`src/hw/rtl/scc_pkg.sv`:
```
// Shared types and constants of the servo command conditioner.
// No dependencies; every other file of the block refers to this package.
package scc_pkg;

  localparam int JOINTS = 6;
  localparam int POS_W = 16;
  localparam int ANG_W = 12;
  localparam int PROD_W = 31;
  localparam int CFG_W = 48;
  localparam int CFG_IDX_W = 3;
  localparam int QDEPTH = 2;
  localparam int QPTR_W = (QDEPTH > 1) ? $clog2(QDEPTH) : 1;
  localparam int QCNT_W = $clog2(QDEPTH + 1);

  // radians Q3.12 to 1/16 degree, Q16 factor (180/pi * 16 / 4096)
  localparam logic signed [POS_W-1:0] CONV_Q16 = 16'sd14668;
  localparam logic [ANG_W-1:0] RESET_ANGLE = 12'd1440;

  typedef enum logic [CFG_IDX_W-1:0] {
    REG_MIN_ANGLE      = 3'd0,
    REG_MAX_ANGLE      = 3'd1,
    REG_DEADBAND       = 3'd2,
    REG_MODE_BITS      = 3'd3,
    REG_NEUTRAL_DELAY  = 3'd4,
    REG_OFFSETS        = 3'd5,
    REG_NEUTRAL        = 3'd6,
    REG_DIRECTION      = 3'd7
  } reg_idx_t;

  // mode_bits fields
  localparam int MODE_CHANGE_ONLY = 0;
  localparam int MODE_AUTO_NEUTRAL = 1;

  typedef struct packed {
    logic [ANG_W-1:0]             min_angle;
    logic [ANG_W-1:0]             max_angle;
    logic [7:0]                   deadband;
    logic [1:0]                   mode_bits;
    logic [31:0]                  neutral_delay;
    logic [JOINTS-1:0][7:0]       offsets;
    logic [JOINTS-1:0][7:0]       neutral;
    logic [JOINTS-1:0]            direction;
  } cfg_t;

  // one classified word between front and back
  typedef struct packed {
    logic                         func;
    logic [JOINTS-1:0]            present;
    logic [JOINTS-1:0][ANG_W-1:0] cmd;
  } entry_t;

  typedef struct packed {
    logic [QCNT_W-1:0] count;
  } q_status_t;

  typedef struct packed {
    logic sent_once;
    logic timer_running;
  } back_status_t;

endpackage

```
`src/hw/rtl/scc_in_if.sv`:
```
// Input channel of the servo command conditioner: valid/ready plus sample word.
// Depends on scc_pkg for field widths.
interface scc_in_if;
  logic                                valid;
  logic                                ready;
  logic                                func;
  logic [scc_pkg::JOINTS-1:0]          present_mask;
  logic signed [scc_pkg::POS_W-1:0]    pos_0;
  logic signed [scc_pkg::POS_W-1:0]    pos_1;
  logic signed [scc_pkg::POS_W-1:0]    pos_2;
  logic signed [scc_pkg::POS_W-1:0]    pos_3;
  logic signed [scc_pkg::POS_W-1:0]    pos_4;
  logic signed [scc_pkg::POS_W-1:0]    pos_5;

  modport source (
    output valid, func, present_mask, pos_0, pos_1, pos_2, pos_3, pos_4, pos_5,
    input  ready
  );
  modport sink (
    input  valid, func, present_mask, pos_0, pos_1, pos_2, pos_3, pos_4, pos_5,
    output ready
  );
endinterface

```
`src/hw/rtl/scc_out_if.sv`:
```
// Result channel of the servo command conditioner: valid/ready plus command word.
// Depends on scc_pkg for field widths.
interface scc_out_if;
  logic                          valid;
  logic                          ready;
  logic [scc_pkg::ANG_W-1:0]     angle_0;
  logic [scc_pkg::ANG_W-1:0]     angle_1;
  logic [scc_pkg::ANG_W-1:0]     angle_2;
  logic [scc_pkg::ANG_W-1:0]     angle_3;
  logic [scc_pkg::ANG_W-1:0]     angle_4;
  logic [scc_pkg::ANG_W-1:0]     angle_5;
  logic                          from_timeout;

  modport source (
    output valid, angle_0, angle_1, angle_2, angle_3, angle_4, angle_5, from_timeout,
    input  ready
  );
  modport sink (
    input  valid, angle_0, angle_1, angle_2, angle_3, angle_4, angle_5, from_timeout,
    output ready
  );
endinterface

```
`src/hw/rtl/scc_front.sv`:
```
// Front end: accept sample words, scale each joint angle and clamp to limits.
// Depends on scc_pkg and scc_in_if; feeds scc_queue.
module scc_front (
  input  logic                clk,
  input  logic                rst_n,
  scc_in_if.sink              in_ch,
  input  scc_pkg::cfg_t       cfg,
  output logic                push_valid,
  input  logic                push_ready,
  output scc_pkg::entry_t     push_data
);

  localparam int J = scc_pkg::JOINTS;

  logic                                   s1_v_r;
  logic                                   s1_func_r;
  logic [J-1:0]                           s1_present_r;
  logic signed [scc_pkg::PROD_W-1:0]      s1_prod_r   [J];
  logic signed [scc_pkg::PROD_W-1:0]      prod_nxt    [J];
  logic signed [scc_pkg::POS_W-1:0]       pos_a       [J];
  logic signed [31:0]                     term        [J];
  logic signed [31:0]                     total       [J];
  logic signed [16:0]                     val         [J];
  logic signed [16:0]                     lo          [J];
  logic signed [16:0]                     hi          [J];
  logic                                   advance;

  assign pos_a[0] = in_ch.pos_0;
  assign pos_a[1] = in_ch.pos_1;
  assign pos_a[2] = in_ch.pos_2;
  assign pos_a[3] = in_ch.pos_3;
  assign pos_a[4] = in_ch.pos_4;
  assign pos_a[5] = in_ch.pos_5;

  assign advance     = !s1_v_r || push_ready;
  assign in_ch.ready = advance;
  assign push_valid  = s1_v_r;

  always_comb begin
    for (int j = 0; j < J; j++) begin
      prod_nxt[j] = scc_pkg::PROD_W'(pos_a[j]) * scc_pkg::PROD_W'(scc_pkg::CONV_Q16);
    end
  end

  always_ff @(posedge clk) begin
    if (!rst_n) begin
      s1_v_r <= 1'b0;
    end else if (advance) begin
      s1_v_r <= in_ch.valid;
    end
    if (advance && in_ch.valid) begin
      s1_func_r    <= in_ch.func;
      s1_present_r <= in_ch.present_mask;
      for (int j = 0; j < J; j++) begin
        s1_prod_r[j] <= prod_nxt[j];
      end
    end
  end

  // offset*16 in Q16, plus or minus the scaled angle, round half up, clamp
  always_comb begin
    push_data.func    = s1_func_r;
    push_data.present = s1_present_r;
    for (int j = 0; j < J; j++) begin
      term[j]  = cfg.direction[j] ? -32'(s1_prod_r[j]) : 32'(s1_prod_r[j]);
      total[j] = $signed({4'b0, cfg.offsets[j], 20'b0}) + term[j] + 32'sd32768;
      val[j]   = {total[j][31], total[j][31:16]};
      lo[j]    = $signed({5'b0, cfg.min_angle});
      hi[j]    = $signed({5'b0, cfg.max_angle});
      if (val[j] < lo[j]) begin
        push_data.cmd[j] = cfg.min_angle;
      end else if (val[j] > hi[j]) begin
        push_data.cmd[j] = cfg.max_angle;
      end else begin
        push_data.cmd[j] = val[j][scc_pkg::ANG_W-1:0];
      end
    end
  end

endmodule

```
`src/hw/rtl/scc_queue.sv`:
```
// Short word queue that decouples the front end from the back end.
// Depends on scc_pkg for the entry type and depth.
module scc_queue (
  input  logic                clk,
  input  logic                rst_n,
  input  logic                push_valid,
  output logic                push_ready,
  input  scc_pkg::entry_t     push_data,
  output logic                pop_valid,
  input  logic                pop_ready,
  output scc_pkg::entry_t     pop_data,
  output scc_pkg::q_status_t  status
);

  localparam int D = scc_pkg::QDEPTH;
  localparam int PW = scc_pkg::QPTR_W;
  localparam int CW = scc_pkg::QCNT_W;

  scc_pkg::entry_t  slot_r [D];
  logic [PW-1:0]    wp_r, wp_nxt;
  logic [PW-1:0]    rp_r, rp_nxt;
  logic [CW-1:0]    cnt_r, cnt_nxt;
  logic             do_push, do_pop;

  assign push_ready   = cnt_r != CW'(D);
  assign pop_valid    = cnt_r != '0;
  assign pop_data     = slot_r[rp_r];
  assign status.count = cnt_r;
  assign do_push      = push_valid && push_ready;
  assign do_pop       = pop_valid && pop_ready;

  always_comb begin
    wp_nxt  = wp_r;
    rp_nxt  = rp_r;
    cnt_nxt = cnt_r;
    if (do_push) begin
      wp_nxt = (wp_r == PW'(D - 1)) ? '0 : wp_r + 1'b1;
    end
    if (do_pop) begin
      rp_nxt = (rp_r == PW'(D - 1)) ? '0 : rp_r + 1'b1;
    end
    if (do_push && !do_pop) begin
      cnt_nxt = cnt_r + 1'b1;
    end else if (do_pop && !do_push) begin
      cnt_nxt = cnt_r - 1'b1;
    end
  end

  always_ff @(posedge clk) begin
    if (!rst_n) begin
      wp_r  <= '0;
      rp_r  <= '0;
      cnt_r <= '0;
    end else begin
      wp_r  <= wp_nxt;
      rp_r  <= rp_nxt;
      cnt_r <= cnt_nxt;
    end
    if (do_push) begin
      slot_r[wp_r] <= push_data;
    end
  end

endmodule

```
`src/hw/rtl/scc_back.sv`:
```
// Back end: change detection, last-sent state, neutral timer and result register.
// Depends on scc_pkg and scc_out_if; drains scc_queue.
module scc_back (
  input  logic                  clk,
  input  logic                  rst_n,
  input  scc_pkg::cfg_t         cfg,
  input  logic                  pop_valid,
  output logic                  pop_ready,
  input  scc_pkg::entry_t       pop_data,
  scc_out_if.source             out_ch,
  output scc_pkg::back_status_t status
);

  localparam int J = scc_pkg::JOINTS;
  localparam int AW = scc_pkg::ANG_W;

  logic [J-1:0][AW-1:0] last_r, last_nxt;
  logic                 sent_once_r, sent_once_nxt;
  logic                 timer_r, timer_nxt;
  logic [31:0]          tick_r, tick_nxt;
  logic                 out_v_r, out_v_nxt;
  logic [J-1:0][AW-1:0] out_ang_r, out_ang_nxt;
  logic                 out_to_r, out_to_nxt;

  logic [J-1:0][AW-1:0] cmd;
  logic [J-1:0][AW-1:0] neut16;
  logic [AW-1:0]        dl    [J];
  logic [AW-1:0]        dn    [J];
  logic                 changed, at_neutral, do_pop;
  logic [31:0]          tick_inc;

  assign pop_ready = !out_v_r || out_ch.ready;
  assign do_pop    = pop_valid && pop_ready;
  assign tick_inc  = tick_r + 32'd1;

  always_comb begin
    changed    = !sent_once_r;
    at_neutral = 1'b1;
    for (int j = 0; j < J; j++) begin
      neut16[j] = {cfg.neutral[j], 4'b0};
      cmd[j]    = pop_data.present[j] ? pop_data.cmd[j] : last_r[j];
      dl[j]     = (cmd[j] > last_r[j]) ? cmd[j] - last_r[j] : last_r[j] - cmd[j];
      dn[j]     = (cmd[j] > neut16[j]) ? cmd[j] - neut16[j] : neut16[j] - cmd[j];
      if (dl[j] > {4'b0, cfg.deadband}) begin
        changed = 1'b1;
      end
      if (dn[j] > {4'b0, cfg.deadband}) begin
        at_neutral = 1'b0;
      end
    end
  end

  always_comb begin
    last_nxt      = last_r;
    sent_once_nxt = sent_once_r;
    timer_nxt     = timer_r;
    tick_nxt      = tick_r;
    out_v_nxt     = out_v_r && !out_ch.ready;
    out_ang_nxt   = out_ang_r;
    out_to_nxt    = out_to_r;
    if (do_pop) begin
      if (pop_data.func) begin
        // timer tick: expire once, then send neutral when auto return is on
        if (timer_r) begin
          tick_nxt = tick_inc;
          if (!(tick_inc < cfg.neutral_delay)) begin
            timer_nxt = 1'b0;
            if (cfg.mode_bits[scc_pkg::MODE_AUTO_NEUTRAL]) begin
              out_v_nxt   = 1'b1;
              out_ang_nxt = neut16;
              out_to_nxt  = 1'b1;
            end
          end
        end
      end else if (!cfg.mode_bits[scc_pkg::MODE_CHANGE_ONLY] || changed) begin
        last_nxt      = cmd;
        sent_once_nxt = 1'b1;
        out_v_nxt     = 1'b1;
        out_ang_nxt   = cmd;
        out_to_nxt    = 1'b0;
        if (cfg.mode_bits[scc_pkg::MODE_AUTO_NEUTRAL]) begin
          if (at_neutral) begin
            timer_nxt = 1'b0;
          end else begin
            timer_nxt = 1'b1;
            tick_nxt  = '0;
          end
        end
      end
    end
  end

  always_ff @(posedge clk) begin
    if (!rst_n) begin
      for (int j = 0; j < J; j++) begin
        last_r[j] <= scc_pkg::RESET_ANGLE;
      end
      sent_once_r <= 1'b0;
      timer_r     <= 1'b0;
      tick_r      <= '0;
      out_v_r     <= 1'b0;
    end else begin
      last_r      <= last_nxt;
      sent_once_r <= sent_once_nxt;
      timer_r     <= timer_nxt;
      tick_r      <= tick_nxt;
      out_v_r     <= out_v_nxt;
    end
    out_ang_r <= out_ang_nxt;
    out_to_r  <= out_to_nxt;
  end

  assign out_ch.valid        = out_v_r;
  assign out_ch.angle_0      = out_ang_r[0];
  assign out_ch.angle_1      = out_ang_r[1];
  assign out_ch.angle_2      = out_ang_r[2];
  assign out_ch.angle_3      = out_ang_r[3];
  assign out_ch.angle_4      = out_ang_r[4];
  assign out_ch.angle_5      = out_ang_r[5];
  assign out_ch.from_timeout = out_to_r;

  assign status.sent_once     = sent_once_r;
  assign status.timer_running = timer_r;

endmodule

```
`src/hw/rtl/servo_command_conditioner_unit.sv`:
```
// Servo command conditioner: joint samples in radians to servo commands.
// Uses scc_pkg, scc_in_if, scc_out_if, scc_front, scc_queue and scc_back.
//
// Channels: in_ch carries one word per cycle while in_ch.ready is high, either a joint sample set
// (func 0: present mask plus six Q3.12 angles) or one timer tick (func 1).
// out_ch carries at most one command set per input word: six commands in
// 1/16 degree plus from_timeout, set for the automatic neutral set.
// cfg_we/cfg_idx/cfg_wdata write the eight settings; write only while idle.
//
// Throughput: one word per cycle, sustained, while out_ch is ready.
// The result becomes valid once the word has passed the front multiply
// register, the two-entry queue and the back result register. The loop
// that sets the pace is the back end's update of last-sent commands and
// the neutral tick counter.
//
// Reset (synchronous, rst_n low): settings take their defaults, last-sent
// commands go to ninety degrees, the timer stops, queue and pipe empty.
// Stall: a result waits in the output register; behind it the queue fills,
// then the front register holds and in_ch.ready drops. Nothing is dropped.
module servo_command_conditioner_unit (
  input  logic                              clk,
  input  logic                              rst_n,
  scc_in_if.sink                            in_ch,
  scc_out_if.source                         out_ch,
  input  logic                              cfg_we,
  input  logic [scc_pkg::CFG_IDX_W-1:0]     cfg_idx,
  input  logic [scc_pkg::CFG_W-1:0]         cfg_wdata
);

  scc_pkg::cfg_t         cfg_r, cfg_nxt;
  scc_pkg::entry_t       push_data, pop_data;
  logic                  push_valid, push_ready;
  logic                  pop_valid, pop_ready;
  scc_pkg::q_status_t    q_st;
  scc_pkg::back_status_t b_st;

  // Settings: decode the index and take the low bits of the write data.
  always_comb begin
    cfg_nxt = cfg_r;
    if (cfg_we) begin
      unique case (scc_pkg::reg_idx_t'(cfg_idx))
        scc_pkg::REG_MIN_ANGLE:     cfg_nxt.min_angle     = cfg_wdata[scc_pkg::ANG_W-1:0];
        scc_pkg::REG_MAX_ANGLE:     cfg_nxt.max_angle     = cfg_wdata[scc_pkg::ANG_W-1:0];
        scc_pkg::REG_DEADBAND:      cfg_nxt.deadband      = cfg_wdata[7:0];
        scc_pkg::REG_MODE_BITS:     cfg_nxt.mode_bits     = cfg_wdata[1:0];
        scc_pkg::REG_NEUTRAL_DELAY: cfg_nxt.neutral_delay = cfg_wdata[31:0];
        scc_pkg::REG_OFFSETS:       cfg_nxt.offsets       = cfg_wdata[scc_pkg::JOINTS*8-1:0];
        scc_pkg::REG_NEUTRAL:       cfg_nxt.neutral       = cfg_wdata[scc_pkg::JOINTS*8-1:0];
        scc_pkg::REG_DIRECTION:     cfg_nxt.direction     = cfg_wdata[scc_pkg::JOINTS-1:0];
        default:                    cfg_nxt = cfg_r;
      endcase
    end
  end

  always_ff @(posedge clk) begin
    if (!rst_n) begin
      cfg_r.min_angle     <= 12'd0;
      cfg_r.max_angle     <= 12'd2880;
      cfg_r.deadband      <= 8'd2;
      cfg_r.mode_bits     <= 2'd3;
      cfg_r.neutral_delay <= 32'd2000;
      cfg_r.offsets       <= 48'h5A5A_5A5A_5A5A;   // ninety degrees per joint
      cfg_r.neutral       <= 48'h5A5A_5A5A_5A5A;
      cfg_r.direction     <= '0;
    end else begin
      cfg_r <= cfg_nxt;
    end
  end

  // Front: accept, scale, clamp; one register stage after the multipliers.
  scc_front u_front (
    .clk        (clk),
    .rst_n      (rst_n),
    .in_ch      (in_ch),
    .cfg        (cfg_r),
    .push_valid (push_valid),
    .push_ready (push_ready),
    .push_data  (push_data)
  );

  // Queue: absorb a stall of the back end until its two entries are full, then the front halts.
  scc_queue u_queue (
    .clk        (clk),
    .rst_n      (rst_n),
    .push_valid (push_valid),
    .push_ready (push_ready),
    .push_data  (push_data),
    .pop_valid  (pop_valid),
    .pop_ready  (pop_ready),
    .pop_data   (pop_data),
    .status     (q_st)
  );

  // Back: hold missing joints, detect change, run the neutral timer, send.
  scc_back u_back (
    .clk       (clk),
    .rst_n     (rst_n),
    .cfg       (cfg_r),
    .pop_valid (pop_valid),
    .pop_ready (pop_ready),
    .pop_data  (pop_data),
    .out_ch    (out_ch),
    .status    (b_st)
  );

`ifndef SYNTHESIS
  a_reset_clears_out: assert property (@(posedge clk) !rst_n |=> !out_ch.valid)
    else $error("result valid right after reset");

  a_sample_sets_sent: assert property (@(posedge clk) disable iff (!rst_n)
    out_ch.valid && !out_ch.from_timeout |-> b_st.sent_once)
    else $error("sample result without first-send flag");

  a_queue_bound: assert property (@(posedge clk) disable iff (!rst_n)
    q_st.count <= scc_pkg::QCNT_W'(scc_pkg::QDEPTH))
    else $error("queue count beyond depth");
`endif

endmodule
```
`src/flat_wrapper.sv`:
```
// flat-port wrapper written by rule: the top's interface ports become plain ports
module servo_command_conditioner_unit_flat 
  (clk, rst_n, cfg_we, cfg_idx, cfg_wdata, in_ch_valid, in_ch_func, in_ch_present_mask, in_ch_pos_0, in_ch_pos_1, in_ch_pos_2, in_ch_pos_3, in_ch_pos_4, in_ch_pos_5, in_ch_ready, out_ch_valid, out_ch_angle_0, out_ch_angle_1, out_ch_angle_2, out_ch_angle_3, out_ch_angle_4, out_ch_angle_5, out_ch_from_timeout, out_ch_ready);
  scc_in_if in_ch_i ();
  scc_out_if out_ch_i ();
  input  logic clk;
  input  logic rst_n;
  input  logic cfg_we;
  input  logic [scc_pkg::CFG_IDX_W-1:0] cfg_idx;
  input  logic [scc_pkg::CFG_W-1:0] cfg_wdata;
  input wire logic [$bits(in_ch_i.valid)-1:0] in_ch_valid;
  input wire logic [$bits(in_ch_i.func)-1:0] in_ch_func;
  input wire logic [$bits(in_ch_i.present_mask)-1:0] in_ch_present_mask;
  input wire logic [$bits(in_ch_i.pos_0)-1:0] in_ch_pos_0;
  input wire logic [$bits(in_ch_i.pos_1)-1:0] in_ch_pos_1;
  input wire logic [$bits(in_ch_i.pos_2)-1:0] in_ch_pos_2;
  input wire logic [$bits(in_ch_i.pos_3)-1:0] in_ch_pos_3;
  input wire logic [$bits(in_ch_i.pos_4)-1:0] in_ch_pos_4;
  input wire logic [$bits(in_ch_i.pos_5)-1:0] in_ch_pos_5;
  output wire logic [$bits(in_ch_i.ready)-1:0] in_ch_ready;
  output wire logic [$bits(out_ch_i.valid)-1:0] out_ch_valid;
  output wire logic [$bits(out_ch_i.angle_0)-1:0] out_ch_angle_0;
  output wire logic [$bits(out_ch_i.angle_1)-1:0] out_ch_angle_1;
  output wire logic [$bits(out_ch_i.angle_2)-1:0] out_ch_angle_2;
  output wire logic [$bits(out_ch_i.angle_3)-1:0] out_ch_angle_3;
  output wire logic [$bits(out_ch_i.angle_4)-1:0] out_ch_angle_4;
  output wire logic [$bits(out_ch_i.angle_5)-1:0] out_ch_angle_5;
  output wire logic [$bits(out_ch_i.from_timeout)-1:0] out_ch_from_timeout;
  input wire logic [$bits(out_ch_i.ready)-1:0] out_ch_ready;
  assign in_ch_i.valid = in_ch_valid;
  assign in_ch_i.func = in_ch_func;
  assign in_ch_i.present_mask = in_ch_present_mask;
  assign in_ch_i.pos_0 = in_ch_pos_0;
  assign in_ch_i.pos_1 = in_ch_pos_1;
  assign in_ch_i.pos_2 = in_ch_pos_2;
  assign in_ch_i.pos_3 = in_ch_pos_3;
  assign in_ch_i.pos_4 = in_ch_pos_4;
  assign in_ch_i.pos_5 = in_ch_pos_5;
  assign in_ch_ready = in_ch_i.ready;
  assign out_ch_valid = out_ch_i.valid;
  assign out_ch_angle_0 = out_ch_i.angle_0;
  assign out_ch_angle_1 = out_ch_i.angle_1;
  assign out_ch_angle_2 = out_ch_i.angle_2;
  assign out_ch_angle_3 = out_ch_i.angle_3;
  assign out_ch_angle_4 = out_ch_i.angle_4;
  assign out_ch_angle_5 = out_ch_i.angle_5;
  assign out_ch_from_timeout = out_ch_i.from_timeout;
  assign out_ch_i.ready = out_ch_ready;
  servo_command_conditioner_unit u_core (.clk(clk), .rst_n(rst_n), .in_ch(in_ch_i), .out_ch(out_ch_i), .cfg_we(cfg_we), .cfg_idx(cfg_idx), .cfg_wdata(cfg_wdata));
endmodule
```
`config.mk`:
```
export PLATFORM = sky130hd
export DESIGN_NAME = servo_command_conditioner_unit_flat
export DESIGN_NICKNAME = d
export VERILOG_FILES = /design/src/hw/rtl/scc_pkg.sv /design/src/hw/rtl/scc_in_if.sv /design/src/hw/rtl/scc_out_if.sv /design/src/hw/rtl/scc_front.sv /design/src/hw/rtl/scc_queue.sv /design/src/hw/rtl/scc_back.sv /design/src/hw/rtl/servo_command_conditioner_unit.sv /design/src/flat_wrapper.sv
export SDC_FILE = /design/constraint.sdc
export NUM_CORES = 2
export LEC_CHECK = 0
export BUFFER_PORTS_ARGS = -buffer_cell sky130_fd_sc_hd__buf_2
export CAP_MARGIN = 20
export CORE_ASPECT_RATIO = 1.75
export CORE_MARGIN = 5
export CORE_UTILIZATION = 40
export DETAILED_ROUTE_END_ITERATION = 8
export PLACE_DENSITY_LB_ADDON = 0.3
export SETUP_SLACK_MARGIN = 0.15
export SLEW_MARGIN = 20
export SYNTH_ARGS = -nofsm -noshare
export SYNTH_HDL_FRONTEND = slang
export SYNTH_SLANG_ARGS = --single-unit
```
`constraint.sdc`:
```
create_clock -name clk -period 9.25 [get_ports clk]
set_clock_uncertainty 0.05 [all_clocks]
set_input_delay 0.925 -clock clk [delete_from_list [all_inputs] [get_ports clk]]
set_output_delay 0.925 -clock clk [all_outputs]
set_load 0.03 [all_outputs]
```
* Yosys cells after proc, flatten, opt, wreduce, memory -nomap -nowiden
Memories as Yosys holds them, arrays and structs flattened. A register that Yosys moved wholly into a read port is not among the register bits.
Index checks and enable logic that the tools add are counted.
W data, S select, Z words.
** Word-level totals
- Register bits :: 360
- Latch bits :: 0
- RAM bits :: 332
- Bits in read-only memories :: 0
- Input port bits :: 159
- Word-level logic and storage cells :: 264
- Memories kept :: 2
** Memories
- u_core.u_front.s1_prod_r :: words 6, width 29, read ports 6, clocked after Yosys merged registers in 0, write ports 6, line scc_front.sv:18 : logic signed [scc_pkg::PROD_W-1:0] s1_prod_r [J];
- u_core.u_queue.slot_r :: words 2, width 79, read ports 1, clocked after Yosys merged registers in 1, write ports 1, line scc_queue.sv:19 : scc_pkg::entry_t slot_r [D];
** Cells by class
- $add $sub $neg :: 47
- Multipliers :: 6
- Divide/modulo/power cells :: 0
- $lt $le $gt $ge :: 37
- Equal/unequal tests :: 12
- Shift-type cells :: 0
- Mux-type cells :: 85
- Bitwise logic cells :: 1
- Reductions and logical operators :: 33
** Operators by type and width (number)
- $mux W12 :: 30
- $mux W72 :: 5
- $mux W32 :: 11
- $sub A12 B12 Y12 :: 24
- $add A29 B32 Y32 :: 6
- $add A32 B17 Y32 const B :: 6
- $neg A31 Y32 :: 6
- $mul A16 B13 Y29 const B :: 6
- $gt A12 B12 Y1 :: 12
- $gt A12 B8 Y1 :: 12
- $gt A16 B13 Y1 :: 6
- $lt A16 B13 Y1 :: 6
- $mux W1 :: 37
- $add A32 B1 Y32 const B :: 1
- $lt A32 B32 Y1 :: 1
- $reduce_and A2 Y1 :: 8
- $eq A3 B3 Y1 const B :: 4
- $reduce_and A5 Y1 :: 2
- $reduce_bool A2 Y1 :: 4
- $logic_not A1 Y1 :: 7
- $eq A3 B2 Y1 const B :: 2
- $logic_and A1 B1 Y1 :: 6
- $ne A2 B2 Y1 const B :: 3
- $reduce_and A3 Y1 :: 2
- 9 further kinds :: 14

* Longest topological paths before layout
- Depth in word-level cells :: 14
- Mapped depth :: 36
- Depth with buffers taken out :: 28

* By module
From an unflattened synthesis, not the netlist that was laid out.
** Second synthesis, totals
- Cell total of the unflattened synthesis :: 8115
- Area, all modules :: 75279.7 µm²
** Modules (own cells, without submodules)
- scc_front :: instances 1, cells each 4385, area each 40268.6 µm²
- scc_back :: instances 1, cells each 2828, area each 22549.1 µm²
- servo_command_conditioner_unit :: instances 1, cells each 632, area each 6483.7 µm²
- scc_queue :: instances 1, cells each 270, area each 5978.2 µm²

* Worst setup path before layout
OpenSTA, ideal clock, no wires.
- Path type :: register -> register
- From :: register (tool-made name)
- To :: register u_core.u_back.out_ang_r (netlist bit u_core.u_back.out_ch.angle_0[0]) (enable)
- Data arrival time :: 9.495 ns
- Slack :: -0.824 ns
- Stages on the path, launching flop included :: 32
- Buffers on the path :: 6
- Clock period less this slack :: 10.074 ns
- Path through :: dfxtp_1 buf_6 buf_6 buf_2 buf_2 buf_1 a32oi_1 a21boi_0 inv_1 ha_1 a2111oi_0 o21a_1 nor3_1 o21ai_0 buf_2 mux2i_1 o21ai_0 a221o_1 a221o_1 a221oi_1 xnor2_1 ha_1 and3_1 nand4_1 o21ai_0 a21oi_1 a2111oi_0 nand4_1 nor4_1 and4bb_2 nand2b_1 a21oi_1
** RTL lines
- to (signal assigned) :: line scc_back.sv:109 : out_ang_r <= out_ang_nxt;
- to (decl) :: line scc_back.sv:22 : logic [J-1:0][AW-1:0] out_ang_r, out_ang_nxt;

==> key figures <==
Critical path
  • CP peak stage delay: 0.78 ns
  • CP max-delay cell: a221oi_1
  • Data required, critical path: 9.77 ns
  • CP arrival: 9.19 ns
  • Delay-heaviest family, CP: compound AO/OA/AOI/OAI gates
  • Critical path type: flop to flop
  • Critical Path Start Type: flop
  • Number of buffers and inverters on the critical path: 3
  • CP Capture Type: flop
  • Worst-path fanout max: 97

Floorplan
  • Height of the chip: 575.8 um
  • I/O pin total: 234
  • Die area: 191,900 um2
  • Starting Density: 40.24%
  • Core Footprint: 181,800 um2
  • Die Width: 333.3 um
  • # rows: 207

Pwr
  • Leakage: 35.72 nW
  • Switching share of total power: 49.75%
  • Clock power share: 10.2%
  • Peak supply drop: 0.1844 mV
  • NetSw: 15.20 mW
  • Int Power: 15.35 mW
  • Flop pwr share: 17.1%
  • Power Dens Cells: 384.4 nW/um2
  • Gate power share: 72.7%

Timing
  • Setup TNS: 0 ns
  • Worst setup margin: 0.5871 ns
  • Final setup viols: 0
  • Rel. slew slack: 17.88%
  • Period minus WS final: 8.663 ns
  • Count of pins over their slew limit: 0
  • Tcrit/Tclk final: 93.65%
  • Hold Vio Cnt, Final: 0
  • RSZ-0062 raised after global routing: no
  • Fmax: 0.1154 GHz
  • Slew @ Worst Pin: 1.224 ns

Route
  • DRC: 0
  • Via count: 57,730
  • DRT antenna net count: 0
  • Total iterations of the first detailed-routing run: 6
  • Initial drt markers: 3,190
  • Routed wire length: 230,400 um
  • Wire per inst: 21.83 um
  • Avg Vias per Cell: 5.470

Global routing
  • Vias in the first global route: 59,590
  • Largest net degree at the start of global routing: 125
  • Congestion Overflow GR: 0
  • Antenna violations before repair: 46
  • Gr usage total: 23.36%
  • First-pass GRT wire length: 348,200 um

Yosys
  • Post-synth EDFFs: 412
  • Yosys reg bits: 693
  • Async SR Flop Fraction: 0%
  • Syn Nets: 9,654
  • Most used flip-flop cell after synthesis: edfxtp_1
  • Largest cells by area after synthesis: ha_1 20%, edfxtp_1 17%, fa_1 11%, dfxtp_1 7.7%, inv_1 5.7%
  • Area leader, netlist: ha_1
  • Average cell area after synthesis: 9.208 um2
  • Seq/Total Area, Yosys: 24.60%
  • Mapped cell area: 73,170 um2
  • Synth Warn #: 0
  • Post-Syn Instances: 7,946
  • Synth top area share: 19.51%
  • Count of cell types in the netlist: 106

Final layout
  • Commonest non-fill, non-tap cell in the layout: ha_1
  • Layout area overhead: 8.606%
  • # nets final: 9,777
  • Ratio of cells with drive above 1 in the final layout: 7.343%
  • Count of non-filler cells in the finished layout: 10,550
  • Most frequent cells in the layout: 1,141 x ha_1, 1,119 x inv_1, 712 x nand2_1

CTS
  • Reg clk slew, reported paths: 0.07 ns
  • CTS tree: yes
  • CTS root buf: clkbuf_16
  • Clock Latency Late Sink: 0.69 ns
  • Post-CTS Setup Inserts: 0
  • Longest Clk Path Bufs: 3
  • Max H-tree Level: 3
  • Cts bufs inserted: 74
  • Number of clock sinks: 693

Place
  • DPL Wire Length: 189,800 um
  • IO Port Bufs: 233
  • Inst Count DP: 10,400
  • Routability cong.: 0.9711
  • DP Worst Slack: 0.7492 ns

Min path
  • Hold crit path type: input pin to flop

Run status
  • Status: finished clean

Job
  • Max-cap violations: 0
==> logic make-up (layout without fill, tap and decap cells) <==
| logic type | Yosys count | in the layout | share of synthesized area, % |
|---|---|---|---|
| compound gates | 1670 | 1670 | 15.56 |
| xor+xnor | 500 | 500 | 5.985 |
| buf+inv | 1392 | 1576 | 7.288 |
| other cells | 0 | 21 | 0 |
| simple gates | 1903 | 1903 | 12.57 |
| fa+ha+maj | 1561 | 1561 | 30.84 |
| mux | 227 | 227 | 3.167 |
| flops | 693 | 693 | 24.60 |
==> cell type report <==
cell class              instances  area, um2
clock buffers                  88       1924
diodes                         21      52.55
fillers                     17680     102400
repair buffers                308       1775
inverters                    1131       4248
well taps                    2403       3007
multi-input cells            5861      49930
clock inverters                49      528.0
flip-flops and latches        693      18000
==> what timing repair did <==
action	in CTS	in global routing
hold buffers	0	0
resized for setup	0	1
setup endpoints to repair	0	78
==> Yosys cell counts (140+ instances only) <==
master and count:
nand3_1 164, xnor2_1 360, dfxtp_1 281, edfxtp_1 412, fa_1 408, nor2_1 319, a21o_1 159, nand2_1 712
inv_1 1119, a21oi_1 385, ha_1 1141, mux2i_1 198, xor2_1 140, o21ai_0 297, clkbuf_1 203
==> flip-flops by register name, summed over array words and instances (netlist names), 32 cells and up, named ones only <==
signal / cells
u_core.cfg_r: 168
u_core.u_back.last_r: 72
u_core.u_back.tick_r: 32
u_core.u_front.s1_prod_r: 174
u_core.u_queue.slot_r: 158
==> layer usage <==
metal / up-vias / GRT usage (%) / share of wire, %
li1: 27870 / - / -
met5: - / 0 / 0.097
met4: 32 / 15.61 / 8.3
met1: 27680 / 23.84 / 36
met3: 690 / 3.641 / 4.4
met2: 1454 / 43.72 / 51
==> power by group through the flow <==
| stage | clock [mW] | combinational, mW | sequential [mW] |
|---|---|---|---|
| after floorplan | 0 | 15.8 | 5.22 |
| after detailed placement | 0 | 22.0 | 5.29 |
| after global placement | 0 | 21.6 | 5.27 |
| final | 3.11 | 22.2 | 5.22 |
| after global routing | 3.31 | 24.5 | 5.30 |
| after CTS | 3.19 | 22.2 | 5.22 |
==> worst register-to-register path, delay by kind of cell, from the launching register on <==
| kind | cells | cell delay [ns] |
|---|---|---|
| buf+inv | 3 | 0.59 |
| compound gates | 14 | 4.21 |
| mux | 2 | 0.74 |
| fa+ha+maj | 2 | 0.69 |
| xor+xnor | 1 | 0.15 |
| flops | 1 | 0.48 |
| simple gates | 6 | 1.60 |
==> final timing paths <==
path | slack, ns | cells past startpoint | end | startpoint
worst max-delay path | 0.59 | 28 | u_core.u_back.last_r[18] | flop
worst min-delay path | 0.36 | 1 | u_core.u_front.s1_present_r[3] | in_ch_present_mask[3]
worst max register to register | 0.59 | 28 | u_core.u_back.last_r[18] | flop
worst min register to register | 0.40 | 0 | u_core.u_queue.slot_r[1][76] | u_core.u_front.s1_present_r[4]
==> metrics by stage <==
stage / hold WS (ns) / area, um2 / util (%) / power, mW
global placement: 0.3742 / 76950 / 42.32 / 26.90
detailed placement: 0.3817 / 76950 / 42.32 / 27.33
CTS: 0.3095 / 79400 / 43.67 / 30.58
floorplan: 0.3715 / 73170 / - / 21.02
global route: 0.3242 / 79430 / 43.69 / 33.12
finish: 0.3565 / 79470 / 43.71 / 30.55
Power figures use the tool's default switching activity.
